[config.mk]
export PLATFORM = sky130hd
export DESIGN_NAME = prosite_to_regex_translator
export DESIGN_NICKNAME = d
export VERILOG_FILES = /design/src/rtl/prt_pkg.sv /design/src/rtl/prosite_to_regex_translator.sv /design/src/rtl/prt_front.sv /design/src/rtl/prt_queue.sv /design/src/rtl/prt_back.sv
export SDC_FILE = /design/constraint.sdc
export NUM_CORES = 1
export LEC_CHECK = 0
export BUFFER_PORTS_ARGS = -buffer_cell sky130_fd_sc_hd__buf_4
export CORE_ASPECT_RATIO = 1.2
export CORE_MARGIN = 2
export CORE_UTILIZATION = 45
export CTS_CLUSTER_SIZE = 28
export DETAILED_ROUTE_END_ITERATION = 12
export GPL_ROUTABILITY_DRIVEN = 0
export HOLD_SLACK_MARGIN = 0.1
export PLACE_DENSITY = 0.63
export SLEW_MARGIN = 15
export SYNTH_ARGS = -nofsm -noshare
export SYNTH_HDL_FRONTEND = slang
export SYNTH_SLANG_ARGS = --single-unit
[constraint.sdc]
create_clock -name clk -period 5.6 [get_ports clk]
set_input_delay 0.28 -clock clk [delete_from_list [all_inputs] [get_ports clk]]
set_output_delay 0.28 -clock clk [all_outputs]
set_load 0.03 [all_outputs]
[src/rtl/prt_pkg.sv]
// Shared types and character constants for the PROSITE-to-regex translator.
`default_nettype none
package prt_pkg;

  // Result-queue geometry
  localparam int unsigned QDEPTH = 2;
  localparam int unsigned QAW    = (QDEPTH > 1) ? $clog2(QDEPTH) : 1;
  localparam int unsigned QCW    = $clog2(QDEPTH + 1);

  // Most results one input character can cause
  localparam int unsigned MAXRES = 3;

  typedef enum logic [1:0] {
    ERR_OK        = 2'd0,
    ERR_BAD_CHAR  = 2'd1,
    ERR_NO_PERIOD = 2'd2
  } prt_err_t;

  // One classified input character: the run of results it causes
  typedef struct packed {
    logic [MAXRES-1:0][7:0] chars;    // chars[0] goes out first
    logic [1:0]             cnt;      // results in the run, 1..3
    logic                   has_char; // 0: single status-only result
    logic                   done;     // run ends the pattern
    prt_err_t               err;      // meaningful when done
  } prt_job_t;

  localparam logic [7:0] CH_DASH    = 8'h2D; // -
  localparam logic [7:0] CH_DOT     = 8'h2E; // .
  localparam logic [7:0] CH_COMMA   = 8'h2C; // ,
  localparam logic [7:0] CH_LT      = 8'h3C; // <
  localparam logic [7:0] CH_GT      = 8'h3E; // >
  localparam logic [7:0] CH_LPAREN  = 8'h28; // (
  localparam logic [7:0] CH_RPAREN  = 8'h29; // )
  localparam logic [7:0] CH_LBRACK  = 8'h5B; // [
  localparam logic [7:0] CH_RBRACK  = 8'h5D; // ]
  localparam logic [7:0] CH_LBRACE  = 8'h7B; // {
  localparam logic [7:0] CH_RBRACE  = 8'h7D; // }
  localparam logic [7:0] CH_CARET   = 8'h5E; // ^
  localparam logic [7:0] CH_DOLLAR  = 8'h24; // $
  localparam logic [7:0] CH_X_UP    = 8'h58; // X
  localparam logic [7:0] CH_X_LOW   = 8'h78; // x
  localparam logic [7:0] CH_A_UP    = 8'h41;
  localparam logic [7:0] CH_Z_UP    = 8'h5A;
  localparam logic [7:0] CH_A_LOW   = 8'h61;
  localparam logic [7:0] CH_Z_LOW   = 8'h7A;
  localparam logic [7:0] CH_0       = 8'h30;
  localparam logic [7:0] CH_9       = 8'h39;
  localparam logic [7:0] CASE_DELTA = 8'h20;

endpackage
`default_nettype wire

[src/rtl/prosite_to_regex_translator.sv]
// Top level of the streaming PROSITE-to-regex translator.
//
// Input channel: one pattern character per transfer (in_char), with
// in_pattern_end on the last character of a pattern. Output channel: one
// regex character per transfer, plus run_last (last result of that input
// character), pattern_done and error_code on the pattern's final result.
// A final character that maps to nothing yields one status-only result
// (out_char_valid = 0, out_char = 0); silent middle characters yield none.
// An accepted run is written into the queue at the input edge and is
// loaded into the output register once that register is free.
// The output side moves one result per cycle while the receiver does not
// stall, so an input character holds it for each result of its run; the
// back end's single output register is the limit. Input transfers proceed
// every cycle while the two-entry run queue has room.
// Reset clears the group and error flags, the queue and the output valid.
// When the receiver stalls, the output holds; the queue then fills and
// in_stall rises, so no character is lost or repeated.
`default_nettype none
module prosite_to_regex_translator (
  input  wire logic       clk,
  input  wire logic       rst_n,
  input  wire logic       in_valid,
  output logic            in_stall,
  input  wire logic [7:0] in_char,
  input  wire logic       in_pattern_end,
  output logic            out_valid,
  input  wire logic       out_stall,
  output logic [7:0]      out_char,
  output logic            out_char_valid,
  output logic            out_run_last,
  output logic            out_pattern_done,
  output logic [1:0]      out_error_code
);

  // Front -> queue
  logic              q_push;
  prt_pkg::prt_job_t q_push_job;
  logic              q_full;
  // Queue -> back
  logic              q_pop;
  logic              q_head_valid;
  prt_pkg::prt_job_t q_head_job;

  // Classifier: group tracking, validation, char mapping
  prt_front u_front (
    .clk            (clk),
    .rst_n          (rst_n),
    .in_valid       (in_valid),
    .in_stall       (in_stall),
    .in_char        (in_char),
    .in_pattern_end (in_pattern_end),
    .q_full         (q_full),
    .push           (q_push),
    .push_job       (q_push_job)
  );

  // Decouples input transfers from output stalls
  prt_queue u_queue (
    .clk        (clk),
    .rst_n      (rst_n),
    .push       (q_push),
    .push_job   (q_push_job),
    .full       (q_full),
    .pop        (q_pop),
    .head_valid (q_head_valid),
    .head_job   (q_head_job)
  );

  // Serializer: one result per output transfer
  prt_back u_back (
    .clk              (clk),
    .rst_n            (rst_n),
    .head_valid       (q_head_valid),
    .head_job         (q_head_job),
    .pop              (q_pop),
    .out_valid        (out_valid),
    .out_stall        (out_stall),
    .out_char         (out_char),
    .out_char_valid   (out_char_valid),
    .out_run_last     (out_run_last),
    .out_pattern_done (out_pattern_done),
    .out_error_code   (out_error_code)
  );

endmodule
`default_nettype wire

[src/rtl/prt_front.sv]
// Front end: accepts pattern characters, tracks group/error state, builds result runs.
`default_nettype none
module prt_front (
  input  wire logic            clk,
  input  wire logic            rst_n,
  input  wire logic            in_valid,
  output logic                 in_stall,
  input  wire logic [7:0]      in_char,
  input  wire logic            in_pattern_end,
  input  wire logic            q_full,
  output logic                 push,
  output prt_pkg::prt_job_t    push_job
);

  logic in_group_r, in_group_nxt;
  logic bad_char_seen_r, bad_char_seen_nxt;
  logic accept;

  logic                              is_lower, is_letter, is_digit, is_punct, allowed;
  logic                              is_sep, opens;
  logic [7:0]                        up;
  logic [1:0]                        n;
  logic [prt_pkg::MAXRES-1:0][7:0]   chars;
  logic                              grp_after, bad_after;

  assign in_stall = q_full;
  assign accept   = in_valid && !q_full;

  assign is_lower  = (in_char >= prt_pkg::CH_A_LOW) && (in_char <= prt_pkg::CH_Z_LOW);
  assign up        = is_lower ? (in_char - prt_pkg::CASE_DELTA) : in_char;
  assign is_letter = (up >= prt_pkg::CH_A_UP) && (up <= prt_pkg::CH_Z_UP);
  assign is_digit  = (in_char >= prt_pkg::CH_0) && (in_char <= prt_pkg::CH_9);
  assign is_sep    = (in_char == prt_pkg::CH_DASH) || (in_char == prt_pkg::CH_DOT) ||
                     (in_char == prt_pkg::CH_GT);
  assign is_punct  = is_sep || (in_char == prt_pkg::CH_LBRACK) ||
                     (in_char == prt_pkg::CH_RBRACK) || (in_char == prt_pkg::CH_COMMA) ||
                     (in_char == prt_pkg::CH_LPAREN) || (in_char == prt_pkg::CH_RPAREN) ||
                     (in_char == prt_pkg::CH_LBRACE) || (in_char == prt_pkg::CH_RBRACE) ||
                     (in_char == prt_pkg::CH_LT);
  assign allowed   = is_letter || is_digit || is_punct;

  // Group opens before a non-X letter, '[' or '{'
  assign opens = !in_group_r &&
                 ((is_letter && (up != prt_pkg::CH_X_UP)) ||
                  (in_char == prt_pkg::CH_LBRACK) || (in_char == prt_pkg::CH_LBRACE));

  always_comb begin
    n         = 2'd0;
    chars     = '0;
    grp_after = in_group_r;
    if (is_sep) begin
      if (in_group_r) begin
        chars[n]  = prt_pkg::CH_RPAREN;
        n         = n + 2'd1;
        grp_after = 1'b0;
      end
      if (in_char == prt_pkg::CH_GT) begin
        chars[n] = prt_pkg::CH_DOLLAR;
        n        = n + 2'd1;
      end
    end else if (in_char == prt_pkg::CH_LT) begin
      chars[n] = prt_pkg::CH_CARET;
      n        = n + 2'd1;
    end else begin
      if (opens) begin
        chars[n]  = prt_pkg::CH_LPAREN;
        n         = n + 2'd1;
        grp_after = 1'b1;
      end
      unique case (in_char)
        prt_pkg::CH_LPAREN: begin
          chars[n] = prt_pkg::CH_LBRACE;
          n        = n + 2'd1;
        end
        prt_pkg::CH_RPAREN: begin
          chars[n] = prt_pkg::CH_RBRACE;
          n        = n + 2'd1;
        end
        prt_pkg::CH_LBRACE: begin
          chars[n] = prt_pkg::CH_LBRACK;
          n        = n + 2'd1;
          chars[n] = prt_pkg::CH_CARET;
          n        = n + 2'd1;
        end
        prt_pkg::CH_RBRACE: begin
          chars[n] = prt_pkg::CH_RBRACK;
          n        = n + 2'd1;
        end
        prt_pkg::CH_X_UP, prt_pkg::CH_X_LOW: begin
          chars[n] = prt_pkg::CH_DOT;
          n        = n + 2'd1;
        end
        default: begin
          chars[n] = up;
          n        = n + 2'd1;
        end
      endcase
    end
  end

  assign bad_after = bad_char_seen_r || !allowed;

  always_comb begin
    push_job.chars    = chars;
    push_job.has_char = (n != 2'd0);
    push_job.cnt      = (n != 2'd0) ? n : 2'd1;
    push_job.done     = in_pattern_end;
    if (bad_after) begin
      push_job.err = prt_pkg::ERR_BAD_CHAR;
    end else if (in_char != prt_pkg::CH_DOT) begin
      push_job.err = prt_pkg::ERR_NO_PERIOD;
    end else begin
      push_job.err = prt_pkg::ERR_OK;
    end
  end

  // Silent middle characters queue nothing
  assign push = accept && ((n != 2'd0) || in_pattern_end);

  always_comb begin
    in_group_nxt      = in_group_r;
    bad_char_seen_nxt = bad_char_seen_r;
    if (accept) begin
      in_group_nxt      = in_pattern_end ? 1'b0 : grp_after;
      bad_char_seen_nxt = in_pattern_end ? 1'b0 : bad_after;
    end
  end

  always_ff @(posedge clk) begin
    if (!rst_n) begin
      in_group_r      <= 1'b0;
      bad_char_seen_r <= 1'b0;
    end else begin
      in_group_r      <= in_group_nxt;
      bad_char_seen_r <= bad_char_seen_nxt;
    end
  end

endmodule
`default_nettype wire

[src/rtl/prt_queue.sv]
// Short queue of result runs between front and back end.
`default_nettype none
module prt_queue (
  input  wire logic               clk,
  input  wire logic               rst_n,
  input  wire logic               push,
  input  wire prt_pkg::prt_job_t  push_job,
  output logic                    full,
  input  wire logic               pop,
  output logic                    head_valid,
  output prt_pkg::prt_job_t       head_job
);

  prt_pkg::prt_job_t               mem_r [prt_pkg::QDEPTH];
  logic [prt_pkg::QAW-1:0]         wr_ptr_r, wr_ptr_nxt;
  logic [prt_pkg::QAW-1:0]         rd_ptr_r, rd_ptr_nxt;
  logic [prt_pkg::QCW-1:0]         count_r, count_nxt;
  logic                            do_push, do_pop;

  assign full       = (count_r == prt_pkg::QCW'(prt_pkg::QDEPTH));
  assign head_valid = (count_r != '0);
  assign head_job   = mem_r[rd_ptr_r];
  assign do_push    = push && !full;
  assign do_pop     = pop && head_valid;

  function automatic logic [prt_pkg::QAW-1:0] ptr_inc(input logic [prt_pkg::QAW-1:0] p);
    ptr_inc = (p == prt_pkg::QAW'(prt_pkg::QDEPTH - 1)) ? '0 : p + 1'b1;
  endfunction

  always_comb begin
    wr_ptr_nxt = do_push ? ptr_inc(wr_ptr_r) : wr_ptr_r;
    rd_ptr_nxt = do_pop ? ptr_inc(rd_ptr_r) : rd_ptr_r;
    count_nxt  = count_r;
    if (do_push && !do_pop) begin
      count_nxt = count_r + 1'b1;
    end else if (do_pop && !do_push) begin
      count_nxt = count_r - 1'b1;
    end
  end

  always_ff @(posedge clk) begin
    if (!rst_n) begin
      wr_ptr_r <= '0;
      rd_ptr_r <= '0;
      count_r  <= '0;
    end else begin
      wr_ptr_r <= wr_ptr_nxt;
      rd_ptr_r <= rd_ptr_nxt;
      count_r  <= count_nxt;
    end
  end

  always_ff @(posedge clk) begin
    if (do_push) begin
      mem_r[wr_ptr_r] <= push_job;
    end
  end

endmodule
`default_nettype wire

[src/rtl/prt_back.sv]
// Back end: walks each queued run and drives one result per transfer.
`default_nettype none
module prt_back (
  input  wire logic               clk,
  input  wire logic               rst_n,
  input  wire logic               head_valid,
  input  wire prt_pkg::prt_job_t  head_job,
  output logic                    pop,
  output logic                    out_valid,
  input  wire logic               out_stall,
  output logic [7:0]              out_char,
  output logic                    out_char_valid,
  output logic                    out_run_last,
  output logic                    out_pattern_done,
  output logic [1:0]              out_error_code
);

  logic [1:0] idx_r, idx_nxt;
  logic       out_valid_r, out_valid_nxt;
  logic [7:0] out_char_r;
  logic       out_char_valid_r, out_run_last_r, out_pattern_done_r;
  logic [1:0] out_error_code_r;
  logic       load, run_end;

  assign load    = head_valid && (!out_valid_r || !out_stall);
  assign run_end = (idx_r == (head_job.cnt - 2'd1));
  assign pop     = load && run_end;

  always_comb begin
    idx_nxt = idx_r;
    if (load) begin
      idx_nxt = run_end ? 2'd0 : idx_r + 2'd1;
    end
    if (load) begin
      out_valid_nxt = 1'b1;
    end else if (out_stall) begin
      out_valid_nxt = out_valid_r;
    end else begin
      out_valid_nxt = 1'b0;
    end
  end

  always_ff @(posedge clk) begin
    if (!rst_n) begin
      idx_r       <= 2'd0;
      out_valid_r <= 1'b0;
    end else begin
      idx_r       <= idx_nxt;
      out_valid_r <= out_valid_nxt;
    end
  end

  always_ff @(posedge clk) begin
    if (load) begin
      out_char_r         <= head_job.chars[idx_r];
      out_char_valid_r   <= head_job.has_char;
      out_run_last_r     <= run_end;
      out_pattern_done_r <= run_end && head_job.done;
      out_error_code_r   <= (run_end && head_job.done) ? head_job.err : prt_pkg::ERR_OK;
    end
  end

  assign out_valid        = out_valid_r;
  assign out_char         = out_char_r;
  assign out_char_valid   = out_char_valid_r;
  assign out_run_last     = out_run_last_r;
  assign out_pattern_done = out_pattern_done_r;
  assign out_error_code   = out_error_code_r;

endmodule
`default_nettype wire

==> key figures <==
GRT
  • Gr ovfl total: 0
  • First-pass GRT wire length: roughly 11000 microns
  • Largest net degree at the start of global routing: 24
  • Total track usage: 0.167
  • Initial antenna violation count: 0
  • Vias in the first global route: about 2200

Worst setup path
  • Critical Path Source: in_char[6]
  • CP peak stage delay: roughly 0.40 ns
  • Crit. End Element: flop
  • CP max-delay cell: a2111oi_4
  • Critical path peak fanout: 11
  • R2R Path End: u_queue.count_r[1]
  • Critical path data arrival time: approximately 3.6 ns
  • Startpoint types: input port
  • Register-to-register setup slack: about 2.7 ns
  • Top delay family on crit path: compound AO/OA/AOI/OAI gates
  • WP data required: slightly below 6 ns
  • Setup CP Type: input port to flop
  • CP dominant cell by count: ha_1
  • Worst reg2reg path depth: 8
  • Worst path buffer plus inverter count: 4
  • Critical path, cell by cell: buf_4, inv_1, ha_1, a2111oi_4, o221ai_2, a21oi_4, inv_4, ha_1, nand2_1, o32a_1, o21ai_2, inv_2, ha_1, or3_1, a21boi_0

Synth
  • Largest family of logic cells by synthesized area: simple AND/OR/NAND/NOR gates
  • Yosys warning total: 0
  • Post-Synth Adder-Cell Area: 0.0285
  • EDFF count, synth: 59
  • Ys async rst share: 0
  • Area share of xor/xnor cells in the synthesized design: 0.00996
  • Post-synth top area cell: edfxtp_1
  • Syn avg cell area: around 12 sq um
  • Simple-gate area share of the yosys netlist: 0.152
  • Seq/Total Area, Yosys: 0.561
  • Post-synthesis compound-gate area fraction: 0.131
  • Cells after Synth: 283
  • Synthesized flop and latch total: 69
  • Mux contribution to synthesized area: 0.0783
  • Post-synth top area share: 0.504
  • Ys flop type: edfxtp_1
  • Top post-synthesis cells by area: edfxtp_1 (50%), dfxtp_1 (5.7%), mux4_2 (5.1%), ha_1 (2.8%), nand2_1 (2.6%)
  • Library cells used by synthesis: 63
  • Syn Std Cell Area: 3520 sq um

Place
  • Dpl cells: 393
  • DP HPWL: 4800 microns
  • Port Buffers: 27
  • Placed cell areas: 3790 sq um
  • Dpl ws: 1.79 ns

Die
  • Core area: 7620 sq um
  • Die Span Y: 101 microns
  • I/O pins: 28
  • Initial Util: 0.462
  • Die width: 84.7 microns
  • Die ar.: 8540 sq um
  • Row count: 35

Clocking
  • Clock sink total: 69
  • Post-cts sizing count: 0
  • CTS root buf: clkbuf_8
  • Hold-fix buffers, CTS: 0
  • Reg clk slew, reported paths: 0.07 ns
  • Post-CTS Setup Bufs: 0
  • Worst-Skew Late Latency: approximately 0.34 ns
  • TritonCTS Buffers: 9
  • Number of H-tree levels: 3
  • Max Buffers Root-to-Sink: 2
  • TritonCTS clock tree: yes

Layout
  • Most common cell after layout, fill and taps aside: edfxtp_1
  • Commonest cells after routing, fill and taps aside: edfxtp_1 (59), buf_4 (28), nand2_1 (24), inv_1 (18)
  • Synth-to-layout area growth: 14.7%
  • Finished Layout Cells: 409
  • Final nets: 333
  • Design area: about 4000 sq um
  • Inserted Diodes: 0
  • Fill cells: 655
  • Share of cells above drive strength 1: 0.233
  • Post-layout util: 0.529

Hold path
  • Worst hold start: in_pattern_end
  • Worst hold path depth: 1
  • Min-Delay Path Class: input port to flop
  • Hold path endpoint: u_queue.mem_r[0][2]

Drt
  • Routed via count: around 2300
  • Drt first pass iters: 5
  • Initial DRC Count: 146
  • DRT Wirelength: 6610 microns
  • Post-DRT Antenna Nets: 0
  • Via density per instance: roughly 5.6
  • WL/cell: 16.2 microns
  • DRC violations left: 0

Timing
  • Min Hold Slack: 0.170 ns
  • Transition time of the tightest slew-check pin: 0.923 ns
  • Setup TNS Final: 0 ns
  • Fin worst setup slack: 2.28 ns
  • Final min period: 3.32 ns
  • Setup Skew: 0.00589 ns
  • F_max: 301 MHz
  • Tcrit/Tclk final: 0.593
  • Slew HR: 0.384
  • Final hold vios: 0
  • Final setup viols: 0
  • RSZ-0062 raised after global routing: no
  • Slew Limit Fails: 0

Power and ir drop
  • Final Power: 1.79 mW
  • Pwr/cell area: 443 nW/um^2
  • Leakage: about 1.5 nW
  • IR drop worst, VDD: 0.291 mV

Job
  • Max Cap Viol: 0

Status
  • Status: finished clean
## worst max path at each step
stage / endpoint / slack (ns) / cells past startpoint
after floorplan: u_queue.mem_r[0][0] / 1.86 / 12
after global placement: u_queue.mem_r[1][14] / 1.86 / 12
after detailed placement: u_queue.mem_r[1][14] / 1.79 / 12
after CTS: u_queue.mem_r[1][7] / 2.13 / 12
after global routing: u_queue.count_r[1] / 2.09 / 15
final: u_queue.count_r[1] / 2.28 / 15
## per-layer routing
metal,global-route usage,share of wire
met5,0,0
met4,0.0867,0.027
met3,0.0418,0.042
met2,0.284,0.51
met1,0.197,0.42
## cell usage after synthesis, drive strengths merged, types with 4 or more instances
cell,n
nor2b,11
a31oi,7
mux2i,5
a21oi,11
nand2,25
dfxtp,10
o21a,4
ha,8
edfxtp,59
and2,5
inv,20
buf,8
nor3,6
o21ai,16
nand3,8
mux4,8
mux2,4
nor2,17
## power breakdown
group,leakage [nW],internal [mW],switching [mW]
sequential,0.633,0.708,0.0733
clock,0.115,0.293,0.183
combinational,0.744,0.229,0.302
total,1.49,1.23,0.558
## worst reg2reg max path: stages, from the launching register on
cell and delay [ns]:
dfxtp_1 0.93, mux2i_1 0.30, xor2_1 0.11, nor3_1 0.27, mux2_2 0.24, nand2_1 0.13, ha_1 0.39, or3_1 0.37
a21boi_0 0.15
## cell families (layout without fill, tap and decap cells)
logic type                 count (synthesis)  after routing
AOI/OAI and AO/OA                         60             60
and+or+nand+nor                           93             93
buffers and inverters                     31             64
xor gates and xnor gates                   4              4
muxes                                     17             17
adders and majority gates                  8              8
other                                      1              2
DFF                                       69             69
## flip-flops by register name, indices dropped and copies added (netlist names), 2 cells and up, named ones only
| name | flops |
|---|---|
| u_back.idx_r | 2 |
| u_back.out_char | 8 |
| u_back.out_error_code | 2 |
| u_queue.count_r | 2 |
| u_queue.mem_r | 46 |
## cell type report
cell class / instances / area, sq um / share of cell area
flip-flops and latches: 69 / 1970 / 0.489
multi-input cells: 184 / 1420 / 0.352
repair buffers: 28 / 210 / 0.0521
clock buffers: 9 / 124 / 0.0307
well taps: 92 / 115 / 0.0285
clock inverters: 7 / 114 / 0.0282
inverters: 20 / 77.6 / 0.0192
(Power assumes the default switching activity.)
